`config.mk`:
```
export PLATFORM = sky130hd
export DESIGN_NAME = refcounted_key_table_core_flat
export DESIGN_NICKNAME = d
export VERILOG_FILES = /design/src/rtl/rkt_pkg.sv /design/src/rtl/rkt_if.sv /design/src/rtl/rkt_ram.sv /design/src/rtl/refcounted_key_table_core.sv /design/src/flat_wrapper.sv
export SDC_FILE = /design/constraint.sdc
export NUM_CORES = 2
export LEC_CHECK = 0
export CAP_MARGIN = 30
export CORE_MARGIN = 4
export CORE_UTILIZATION = 47
export DETAILED_ROUTE_END_ITERATION = 8
export DONT_BUFFER_PORTS = 1
export PLACE_DENSITY = 0.6
export RECOVER_POWER = 25
export REMOVE_ABC_BUFFERS = 1
export SETUP_SLACK_MARGIN = 0.5
export SYNTH_ARGS = -nofsm -noshare
export SYNTH_HDL_FRONTEND = slang
export SYNTH_SLANG_ARGS = --single-unit
```
`constraint.sdc`:
```
create_clock -name clk -period 5.1 [get_ports clk]
set_input_delay 0.255 -clock clk [delete_from_list [all_inputs] [get_ports clk]]
set_output_delay 0.255 -clock clk [all_outputs]
set_load 0.005 [all_outputs]
```
`src/rtl/rkt_pkg.sv`:
```
// Shared types and constants of the reference-counted key table.
`default_nettype none

package rkt_pkg;

  // Fixed payload widths
  localparam int KEY_W       = 32;
  localparam int REF_COUNT_W = 16;
  localparam int ACTIVE_W    = 6;

  // Operation codes carried by an input item
  typedef enum logic [1:0] {
    KIND_SUB   = 2'd0,
    KIND_UNSUB = 2'd1,
    KIND_QUERY = 2'd2,
    KIND_CLEAR = 2'd3
  } kind_t;

endpackage

`default_nettype wire

```
`src/rtl/rkt_if.sv`:
```
// Valid/ready channel interfaces for operation items and result items.
`default_nettype none

interface rkt_in_if import rkt_pkg::*; ();
  logic               valid;
  logic               ready;
  kind_t              kind;
  logic [KEY_W-1:0]   key;

  modport source (output valid, output kind, output key, input ready);
  modport sink   (input valid, input kind, input key, output ready);
endinterface

interface rkt_out_if import rkt_pkg::*; ();
  logic                   valid;
  logic                   ready;
  logic                   ok;
  logic                   present;
  logic [REF_COUNT_W-1:0] ref_count;
  logic [ACTIVE_W-1:0]    active_entries;

  modport source (output valid, output ok, output present, output ref_count,
                  output active_entries, input ready);
  modport sink   (input valid, input ok, input present, input ref_count,
                  input active_entries, output ready);
endinterface

`default_nettype wire

```
`src/rtl/rkt_ram.sv`:
```
// Generic single-write, single-read RAM with registered read data.
`default_nettype none

module rkt_ram #(
  parameter int  WIDTH = 8,
  parameter int  DEPTH = 32,
  localparam int AW    = (DEPTH > 1) ? $clog2(DEPTH) : 1
) (
  input  wire logic                    clk,
  input  wire logic                    we,
  input  wire logic [AW-1:0]           waddr,
  input  wire logic [WIDTH-1:0]        wdata,
  input  wire logic [AW-1:0]           raddr,
  output      logic [WIDTH-1:0]        rdata
);
  logic [WIDTH-1:0] mem [DEPTH];

  always_ff @(posedge clk) begin
    if (we) begin
      mem[waddr] <= wdata;
    end
    rdata <= mem[raddr];
  end
endmodule

`default_nettype wire

```
`src/rtl/refcounted_key_table_core.sv`:
```
// Top level: reference-counted key table, one entry RAM scanned per item.
// Subscribe, unsubscribe and query: accept in idle, read every entry in the scan state, then drain
// and evaluate, then update the entry and load the result together; a clear wipes every entry, then reports.
// Items go through one at a time, paced by the scan over the single read port of the entry RAM: no new
// item is accepted before the last is reported; a stalled output holds the item in its update state.
// Reset: a wipe pass zeroes every entry; no item is accepted until it ends.
`default_nettype none

module refcounted_key_table_core import rkt_pkg::*; #(
  parameter int CAPACITY   = 32,
  parameter int COUNT_BITS = 16
) (
  input  wire logic  clk,
  input  wire logic  rst_n,
  rkt_in_if.sink     in_ch,
  rkt_out_if.source  out_ch
);
  localparam int IDX_W  = (CAPACITY > 1) ? $clog2(CAPACITY) : 1;
  localparam int OCC_W  = $clog2(CAPACITY + 1);
  localparam int WORD_W = KEY_W + COUNT_BITS;
  localparam logic [IDX_W-1:0]      LAST_IDX  = IDX_W'(CAPACITY - 1);
  localparam logic [COUNT_BITS-1:0] COUNT_MAX = '1;

  typedef enum logic [2:0] {
    ST_WIPE,
    ST_IDLE,
    ST_SCAN,
    ST_DRAIN,
    ST_DECIDE
  } state_t;

  state_t                state_r, state_nxt;
  logic [IDX_W-1:0]      idx_r, idx_nxt;
  logic                  rd_valid_r, rd_valid_nxt;
  logic [IDX_W-1:0]      rd_idx_r, rd_idx_nxt;
  kind_t                 op_kind_r, op_kind_nxt;
  logic [KEY_W-1:0]      op_key_r, op_key_nxt;
  logic                  hit_r, hit_nxt;
  logic [IDX_W-1:0]      hit_idx_r, hit_idx_nxt;
  logic [COUNT_BITS-1:0] hit_cnt_r, hit_cnt_nxt;
  logic                  free_r, free_nxt;
  logic [IDX_W-1:0]      free_idx_r, free_idx_nxt;
  logic [OCC_W-1:0]      occ_r, occ_nxt;
  logic                  clr_report_r, clr_report_nxt;
  logic                  out_valid_r, out_valid_nxt;
  logic                  out_ok_r, out_ok_nxt;
  logic                  out_present_r, out_present_nxt;
  logic [COUNT_BITS-1:0] out_cnt_r, out_cnt_nxt;
  logic [OCC_W-1:0]      out_occ_r, out_occ_nxt;

  // Entry RAM port signals
  logic                  ram_we;
  logic [IDX_W-1:0]      ram_waddr;
  logic [WORD_W-1:0]     ram_wdata;
  logic [WORD_W-1:0]     ram_rdata;
  logic [KEY_W-1:0]      rd_key;
  logic [COUNT_BITS-1:0] rd_cnt;
  logic                  rd_live;
  logic                  out_free;
  logic [COUNT_BITS-1:0] cnt_inc, cnt_dec;

  // Entry word: key above count; a zero count marks a free entry
  rkt_ram #(
    .WIDTH (WORD_W),
    .DEPTH (CAPACITY)
  ) u_entries (
    .clk   (clk),
    .we    (ram_we),
    .waddr (ram_waddr),
    .wdata (ram_wdata),
    .raddr (idx_r),
    .rdata (ram_rdata)
  );

  assign rd_key   = ram_rdata[WORD_W-1:COUNT_BITS];
  assign rd_cnt   = ram_rdata[COUNT_BITS-1:0];
  assign rd_live  = (rd_cnt != '0);
  assign out_free = !out_valid_r || out_ch.ready;
  assign cnt_inc  = hit_cnt_r + COUNT_BITS'(1);
  assign cnt_dec  = hit_cnt_r - COUNT_BITS'(1);

  // Sequencer: wipe, scan, evaluate, update, report
  always_comb begin
    state_nxt       = state_r;
    idx_nxt         = idx_r;
    rd_valid_nxt    = 1'b0;
    rd_idx_nxt      = rd_idx_r;
    op_kind_nxt     = op_kind_r;
    op_key_nxt      = op_key_r;
    hit_nxt         = hit_r;
    hit_idx_nxt     = hit_idx_r;
    hit_cnt_nxt     = hit_cnt_r;
    free_nxt        = free_r;
    free_idx_nxt    = free_idx_r;
    occ_nxt         = occ_r;
    clr_report_nxt  = clr_report_r;
    out_valid_nxt   = out_valid_r && !out_ch.ready;
    out_ok_nxt      = out_ok_r;
    out_present_nxt = out_present_r;
    out_cnt_nxt     = out_cnt_r;
    out_occ_nxt     = out_occ_r;
    ram_we          = 1'b0;
    ram_waddr       = idx_r;
    ram_wdata       = '0;

    // Compare the word read in the previous cycle
    if (rd_valid_r) begin
      if (rd_live && rd_key == op_key_r && !hit_r) begin
        hit_nxt     = 1'b1;
        hit_idx_nxt = rd_idx_r;
        hit_cnt_nxt = rd_cnt;
      end
      if (!rd_live && !free_r) begin
        free_nxt     = 1'b1;
        free_idx_nxt = rd_idx_r;
      end
    end

    unique case (state_r)
      ST_WIPE: begin
        ram_we    = 1'b1;
        ram_waddr = idx_r;
        ram_wdata = '0;
        if (idx_r == LAST_IDX) begin
          idx_nxt   = '0;
          state_nxt = clr_report_r ? ST_DECIDE : ST_IDLE;
        end else begin
          idx_nxt = idx_r + IDX_W'(1);
        end
      end
      ST_IDLE: begin
        if (in_ch.valid) begin
          op_kind_nxt = in_ch.kind;
          op_key_nxt  = in_ch.key;
          hit_nxt     = 1'b0;
          free_nxt    = 1'b0;
          idx_nxt     = '0;
          if (in_ch.kind == KIND_CLEAR) begin
            occ_nxt        = '0;
            clr_report_nxt = 1'b1;
            state_nxt      = ST_WIPE;
          end else begin
            state_nxt = ST_SCAN;
          end
        end
      end
      ST_SCAN: begin
        rd_valid_nxt = 1'b1;
        rd_idx_nxt   = idx_r;
        if (idx_r == LAST_IDX) begin
          idx_nxt   = '0;
          state_nxt = ST_DRAIN;
        end else begin
          idx_nxt = idx_r + IDX_W'(1);
        end
      end
      ST_DRAIN: begin
        state_nxt = ST_DECIDE;
      end
      ST_DECIDE: begin
        // Update the entry and load the result together once the output is free
        if (out_free) begin
          out_valid_nxt   = 1'b1;
          out_ok_nxt      = 1'b0;
          out_present_nxt = 1'b0;
          out_cnt_nxt     = '0;
          clr_report_nxt  = 1'b0;
          state_nxt       = ST_IDLE;
          case (op_kind_r)
            KIND_SUB: begin
              if (hit_r) begin
                out_present_nxt = 1'b1;
                if (hit_cnt_r != COUNT_MAX) begin
                  ram_we      = 1'b1;
                  ram_waddr   = hit_idx_r;
                  ram_wdata   = {op_key_r, cnt_inc};
                  out_ok_nxt  = 1'b1;
                  out_cnt_nxt = cnt_inc;
                end else begin
                  out_cnt_nxt = hit_cnt_r;
                end
              end else if (op_key_r != '0 && free_r) begin
                ram_we          = 1'b1;
                ram_waddr       = free_idx_r;
                ram_wdata       = {op_key_r, COUNT_BITS'(1)};
                occ_nxt         = occ_r + OCC_W'(1);
                out_ok_nxt      = 1'b1;
                out_present_nxt = 1'b1;
                out_cnt_nxt     = COUNT_BITS'(1);
              end
            end
            KIND_UNSUB: begin
              if (hit_r) begin
                ram_we          = 1'b1;
                ram_waddr       = hit_idx_r;
                ram_wdata       = {op_key_r, cnt_dec};
                out_ok_nxt      = 1'b1;
                out_present_nxt = (cnt_dec != '0);
                out_cnt_nxt     = cnt_dec;
                if (cnt_dec == '0) begin
                  occ_nxt = occ_r - OCC_W'(1);
                end
              end
            end
            KIND_QUERY: begin
              out_present_nxt = hit_r;
              out_cnt_nxt     = hit_r ? hit_cnt_r : '0;
            end
            KIND_CLEAR: begin
              out_ok_nxt = 1'b1;
            end
            default: begin
              out_ok_nxt = 1'b0;
            end
          endcase
          out_occ_nxt = (op_kind_r == KIND_CLEAR) ? '0 : occ_nxt;
        end
      end
      default: begin
        state_nxt = ST_IDLE;
      end
    endcase
  end

  // State and registered outputs
  always_ff @(posedge clk) begin
    if (!rst_n) begin
      state_r      <= ST_WIPE;
      idx_r        <= '0;
      rd_valid_r   <= 1'b0;
      hit_r        <= 1'b0;
      free_r       <= 1'b0;
      occ_r        <= '0;
      clr_report_r <= 1'b0;
      out_valid_r  <= 1'b0;
    end else begin
      state_r      <= state_nxt;
      idx_r        <= idx_nxt;
      rd_valid_r   <= rd_valid_nxt;
      hit_r        <= hit_nxt;
      free_r       <= free_nxt;
      occ_r        <= occ_nxt;
      clr_report_r <= clr_report_nxt;
      out_valid_r  <= out_valid_nxt;
    end
    rd_idx_r      <= rd_idx_nxt;
    op_kind_r     <= op_kind_nxt;
    op_key_r      <= op_key_nxt;
    hit_idx_r     <= hit_idx_nxt;
    hit_cnt_r     <= hit_cnt_nxt;
    free_idx_r    <= free_idx_nxt;
    out_ok_r      <= out_ok_nxt;
    out_present_r <= out_present_nxt;
    out_cnt_r     <= out_cnt_nxt;
    out_occ_r     <= out_occ_nxt;
  end

  // Port drive; counts masked to the port widths
  logic [COUNT_BITS+REF_COUNT_W-1:0] cnt_ext;
  logic [OCC_W+ACTIVE_W-1:0]         occ_ext;

  assign cnt_ext = {{REF_COUNT_W{1'b0}}, out_cnt_r};
  assign occ_ext = {{ACTIVE_W{1'b0}}, out_occ_r};

  assign in_ch.ready           = (state_r == ST_IDLE);
  assign out_ch.valid          = out_valid_r;
  assign out_ch.ok             = out_ok_r;
  assign out_ch.present        = out_present_r;
  assign out_ch.ref_count      = cnt_ext[REF_COUNT_W-1:0];
  assign out_ch.active_entries = occ_ext[ACTIVE_W-1:0];
endmodule

`default_nettype wire

```
`src/flat_wrapper.sv`:
```
// flat-port wrapper written by rule: the top's interface ports become plain ports
module refcounted_key_table_core_flat import rkt_pkg::*;
#(
  parameter int CAPACITY   = 32,
  parameter int COUNT_BITS = 16
)
  (clk, rst_n, in_ch_valid, in_ch_kind, in_ch_key, in_ch_ready, out_ch_valid, out_ch_ok, out_ch_present, out_ch_ref_count, out_ch_active_entries, out_ch_ready);
  rkt_in_if in_ch_i ();
  rkt_out_if out_ch_i ();
  input  wire logic clk;
  input  wire logic rst_n;
  input wire logic [$bits(in_ch_i.valid)-1:0] in_ch_valid;
  input wire logic [$bits(in_ch_i.kind)-1:0] in_ch_kind;
  input wire logic [$bits(in_ch_i.key)-1:0] in_ch_key;
  output wire logic [$bits(in_ch_i.ready)-1:0] in_ch_ready;
  output wire logic [$bits(out_ch_i.valid)-1:0] out_ch_valid;
  output wire logic [$bits(out_ch_i.ok)-1:0] out_ch_ok;
  output wire logic [$bits(out_ch_i.present)-1:0] out_ch_present;
  output wire logic [$bits(out_ch_i.ref_count)-1:0] out_ch_ref_count;
  output wire logic [$bits(out_ch_i.active_entries)-1:0] out_ch_active_entries;
  input wire logic [$bits(out_ch_i.ready)-1:0] out_ch_ready;
  assign in_ch_i.valid = in_ch_valid;
  assign in_ch_i.kind = in_ch_kind;
  assign in_ch_i.key = in_ch_key;
  assign in_ch_ready = in_ch_i.ready;
  assign out_ch_valid = out_ch_i.valid;
  assign out_ch_ok = out_ch_i.ok;
  assign out_ch_present = out_ch_i.present;
  assign out_ch_ref_count = out_ch_i.ref_count;
  assign out_ch_active_entries = out_ch_i.active_entries;
  assign out_ch_i.ready = out_ch_ready;
  refcounted_key_table_core #(.CAPACITY(CAPACITY), .COUNT_BITS(COUNT_BITS)) u_core (.clk(clk), .rst_n(rst_n), .in_ch(in_ch_i), .out_ch(out_ch_i));
endmodule
```
==> impl_metrics.toml <==
[status]
status = "complete, but fails checks"
violations = "max-capacitance violations, max-slew violations"

[global_routing]
gr-total-overflow = 0
grt_antenna_before_repair = 22
gr-usage-all-layers_pct = 21.9
grt_max_degree = 150
grt_pass1_wl_um = 230000
grt_pass1_vias = 32000

[logic_synthesis]
synth_cells = 3029
async_flop_share_pct = 0
ys_seq_elements = 1692
synth_area_um2 = 65500
avgSynthCellArea_um2 = 21.6
ys_types = 80
synth_flop_cell = "edfxtp_1"
yosys.area.top_type = "edfxtp_1"
ys_seq_area_share_pct = 76.6
synth_top_area_share_pct = 74.5
synth-edff-count = 1625
yosys_warnings = 0
synth_area_leaders = "edfxtp_1, mux4_2, dfxtp_1, nand2_1, clkbuf_1"

[critical_path]
worstPathRequired_ns = 5.51
worst_path_max_delay_cell = "dfxtp_1"
critPathBufInv = 4
r2r_slack_ns = 0.63
critical_path.top_delay_family = "buffers and inverters"
worst_r2r_endpoint = "u_core.u_entries.mem[18][41]"
path_max_fanout = 32
crit-reg2reg-launch = "u_core.hit_r"
reg2regPathDepth = 10
worstPathArrival_ns = 4.88
endpoint_kind = "flop"
cp-start-kind = "flop"
worstPathCellList = "inv_1, nor3_1, o21ai_0, clkbuf_1, a31oi_1, o21a_1, nand3_1, buf_4, nor2_4, buf_4"
crit_type = "flop to flop"
critPathMaxStageDelay_ns = 0.69
critical_path.most_common_cell = "buf_4"

[die]
die_h_um = 381
start_util_pct = 47.5
die_x_um = 381
io_pins = 64
dieArea_um2 = 145000
rows = 136
coreArea_um2 = 138000

[drt]
dr.pass1.iters = 7
postRouteAntennaNets = 0
drt_iter0_markers = 3556
drcViolationCount = 0
vias = 31600
wire_per_inst_um = 30.4
viasPerCell = 6.05
routed_wl_um = 159000

[power]
p_per_area_nw_per_um2 = 412
p_seq_share_pct = 51.0
intPower_w = 0.0239
switchingPower_w = 0.00689
p_sw_share_pct = 22.4
p_leak_nw = 22.9
clkPwrFrac_pct = 40.0
peakVddDrop_mv = 0.384
p_comb_share_pct = 9.0

[cts]
clk_latency_ns = 0.80
cts.repair.resized = 0
cts-root-buf = "clkbuf_16"
clk_path_buf_depth = 3
cts_tree = "yes"
clk_pin_slew_worst_paths_ns = 0.06
htree_levels = 4
numCtsBuffers = 172
cts_sinks = 1692

[timing]
hold_viol = 0
worstMarginPinSlew_ns = 2.27
rsz0062_at_grt = "no"
slew_headroom_pct = -51.8
setup_viol = 0
fmax_mhz = 224
finalClockSkew_ns = 0.0381
period_needed_ns = 4.47
period_share_pct = 87.6
setup_slack_ns = 0.631
final.setup.tns_ns = 0
slew_viol_final = 278

[cells_and_area]
fin_area_um2 = 74900
nets = 3252
area_growth_pct = 14.3
drive_gt1_share_pct = 27.1

[place]
dpl-instance-area_um2 = 68800
globalplace.congestion = 0.851
port_buffers = 0
pre_cts_ws_ns = 0.938
hpwlAfterDp_um = 92100

[hold_path]
whs_endpoint = "u_core.op_key_r[29]"
hold_start = "in_ch_key[29]"
hp-class = "input pin to flop"
hold_depth = 1

[run]
max_cap_viol_count = 9
==> how the worst max path moves through the flow <==
| stage | startpoint | depth (start not counted) | endpoint | slack, ns |
|---|---|---|---|---|
| final | u_core.hit_r | 10 | u_core.u_entries.mem[18][41] | 0.63 |
| after global routing | u_core.hit_cnt_r[0] | 10 | u_core.u_entries.mem[18][41] | 0.39 |
| after CTS | u_core.op_key_r[17] | 10 | u_core.u_entries.mem[18][41] | 0.90 |
| after detailed placement | u_core.op_key_r[17] | 10 | u_core.u_entries.mem[18][17] | 0.94 |
| after global placement | u_core.op_key_r[17] | 9 | u_core.u_entries.mem[18][17] | 1.01 |
| after floorplan | u_core.idx_r[0] | 4 | u_core.u_entries.mem[23][0] | -14.37 |
==> power groups by stage <==
stage	combinational, W	sequential, W	clock [W]
6_report	0.00277	0.0157	0.0123
5_1_grt	0.00294	0.0157	0.0132
4_1_cts	0.00283	0.0157	0.0126
3_5_place_dp	0.00278	0.0160	0
3_3_place_gp	0.00277	0.0160	0
2_1_floorplan	0.00261	0.0162	0
==> cell families after synthesis <==
kind of cell	count (synthesis)	share of synthesized area, %
flops	1692	76.6
mux	486	16.6
simple gates	476	3.50
buf+inv	183	1.19
compound gates	148	1.52
xor+xnor	36	0.481
fa+ha+maj	8	0.153
==> cells in the mapped netlist (5+ instances only) <==
cell,count
and3_1,7
mux4_2,480
nor4_1,21
nand3_1,32
xor2_1,6
a21oi_1,33
inv_1,23
or3_1,13
nand2_1,203
buf_2,5
a31oi_1,9
clkbuf_1,103
edfxtp_1,1625
dfxtp_1,67
buf_1,37
a21boi_0,7
nor3_1,20
ha_1,8
o31ai_1,8
xnor2_1,30
a22oi_1,5
and2_1,36
o22ai_1,9
nand4_1,17
a311oi_1,5
mux2i_1,5
nor2_1,88
a211oi_1,6
o21ai_0,26
==> metal layers <==
metal,GRT usage (%),wire length [µm],part of all wire [%],vias up
met5,0,53,0.033,-
li1,-,-,-,13000
met1,31.4,66600,42,17000
met3,4.14,10700,6.8,231
met2,35.3,78000,49,1257
met4,5.26,3340,2.1,8
==> final cells by class <==
cell class	count	area, µm²
Clock inverter	81	877
Clock buffer	229	4670
Sequential cell	1692	50100
Inverter	24	98.8
Antenna cell	12	30.0
Multi-Input combinational cell	1154	14900
Tap cell	1863	2330
Timing Repair Buffer	162	1840
Fill cell	10400	63100
==> cells in the final DEF, fill, tap and decap left out, types with 8 or more instances in the layout <==
cell type and count:
and2_0 16, o31ai_1 8, clkbuf_8 11, a31oi_1 9, nor2_1 54, nand2_1 203, buf_4 61, o22ai_1 9
nor2_4 33, nor4_1 21, nor3_1 21, clkbuf_1 54, inv_1 22, bufinv_16 13, diode_2 12, or3_1 13
buf_8 8, a21oi_1 29, edfxtp_1 1625, buf_16 10, o21ai_0 27, dlygate4sd3_1 39, clkinv_2 24, clkinv_1 18
nand4_1 17, mux4_2 480, ha_1 8, nand3_1 32, clkbuf_16 174, dfxtp_1 65, buf_12 26, clkbuf_2 8
xnor2_1 30, and2_1 21
==> stage by stage <==
step	instances	hold WS (ns)	utilization, %	total power [W]
floorplan	2870	0.354	-	0.0189
global placement	4835	0.355	49.7	0.0187
detailed placement	4844	0.355	49.8	0.0188
CTS	5193	0.0555	54.1	0.0311
global route	5211	0.102	54.2	0.0319
finish	5217	0.148	54.3	0.0308
==> flip-flops by register name, indices dropped and copies added (netlist names), 2 cells and up <==
name / cells
u_core.u_entries.mem: 1536
u_core.u_entries.rdata: 48
u_core.op_kind_r: 2
u_core.out_ch.active_entries: 6
u_core.out_ch.ref_count: 16
u_core.op_key_r: 32
u_core.idx_r: 5
u_core.state_r: 3
u_core.occ_r: 6
u_core.free_idx_r: 5
u_core.rd_idx_r: 5
u_core.hit_idx_r: 5
u_core.hit_cnt_r: 16
==> what timing repair did <==
action                                 CTS  global route
endpoints found under the hold margin   53             0
hold buffers                            39             0
setup buffers                            0             0
setup endpoints to repair                0             0
(Power assumes the default switching activity.)
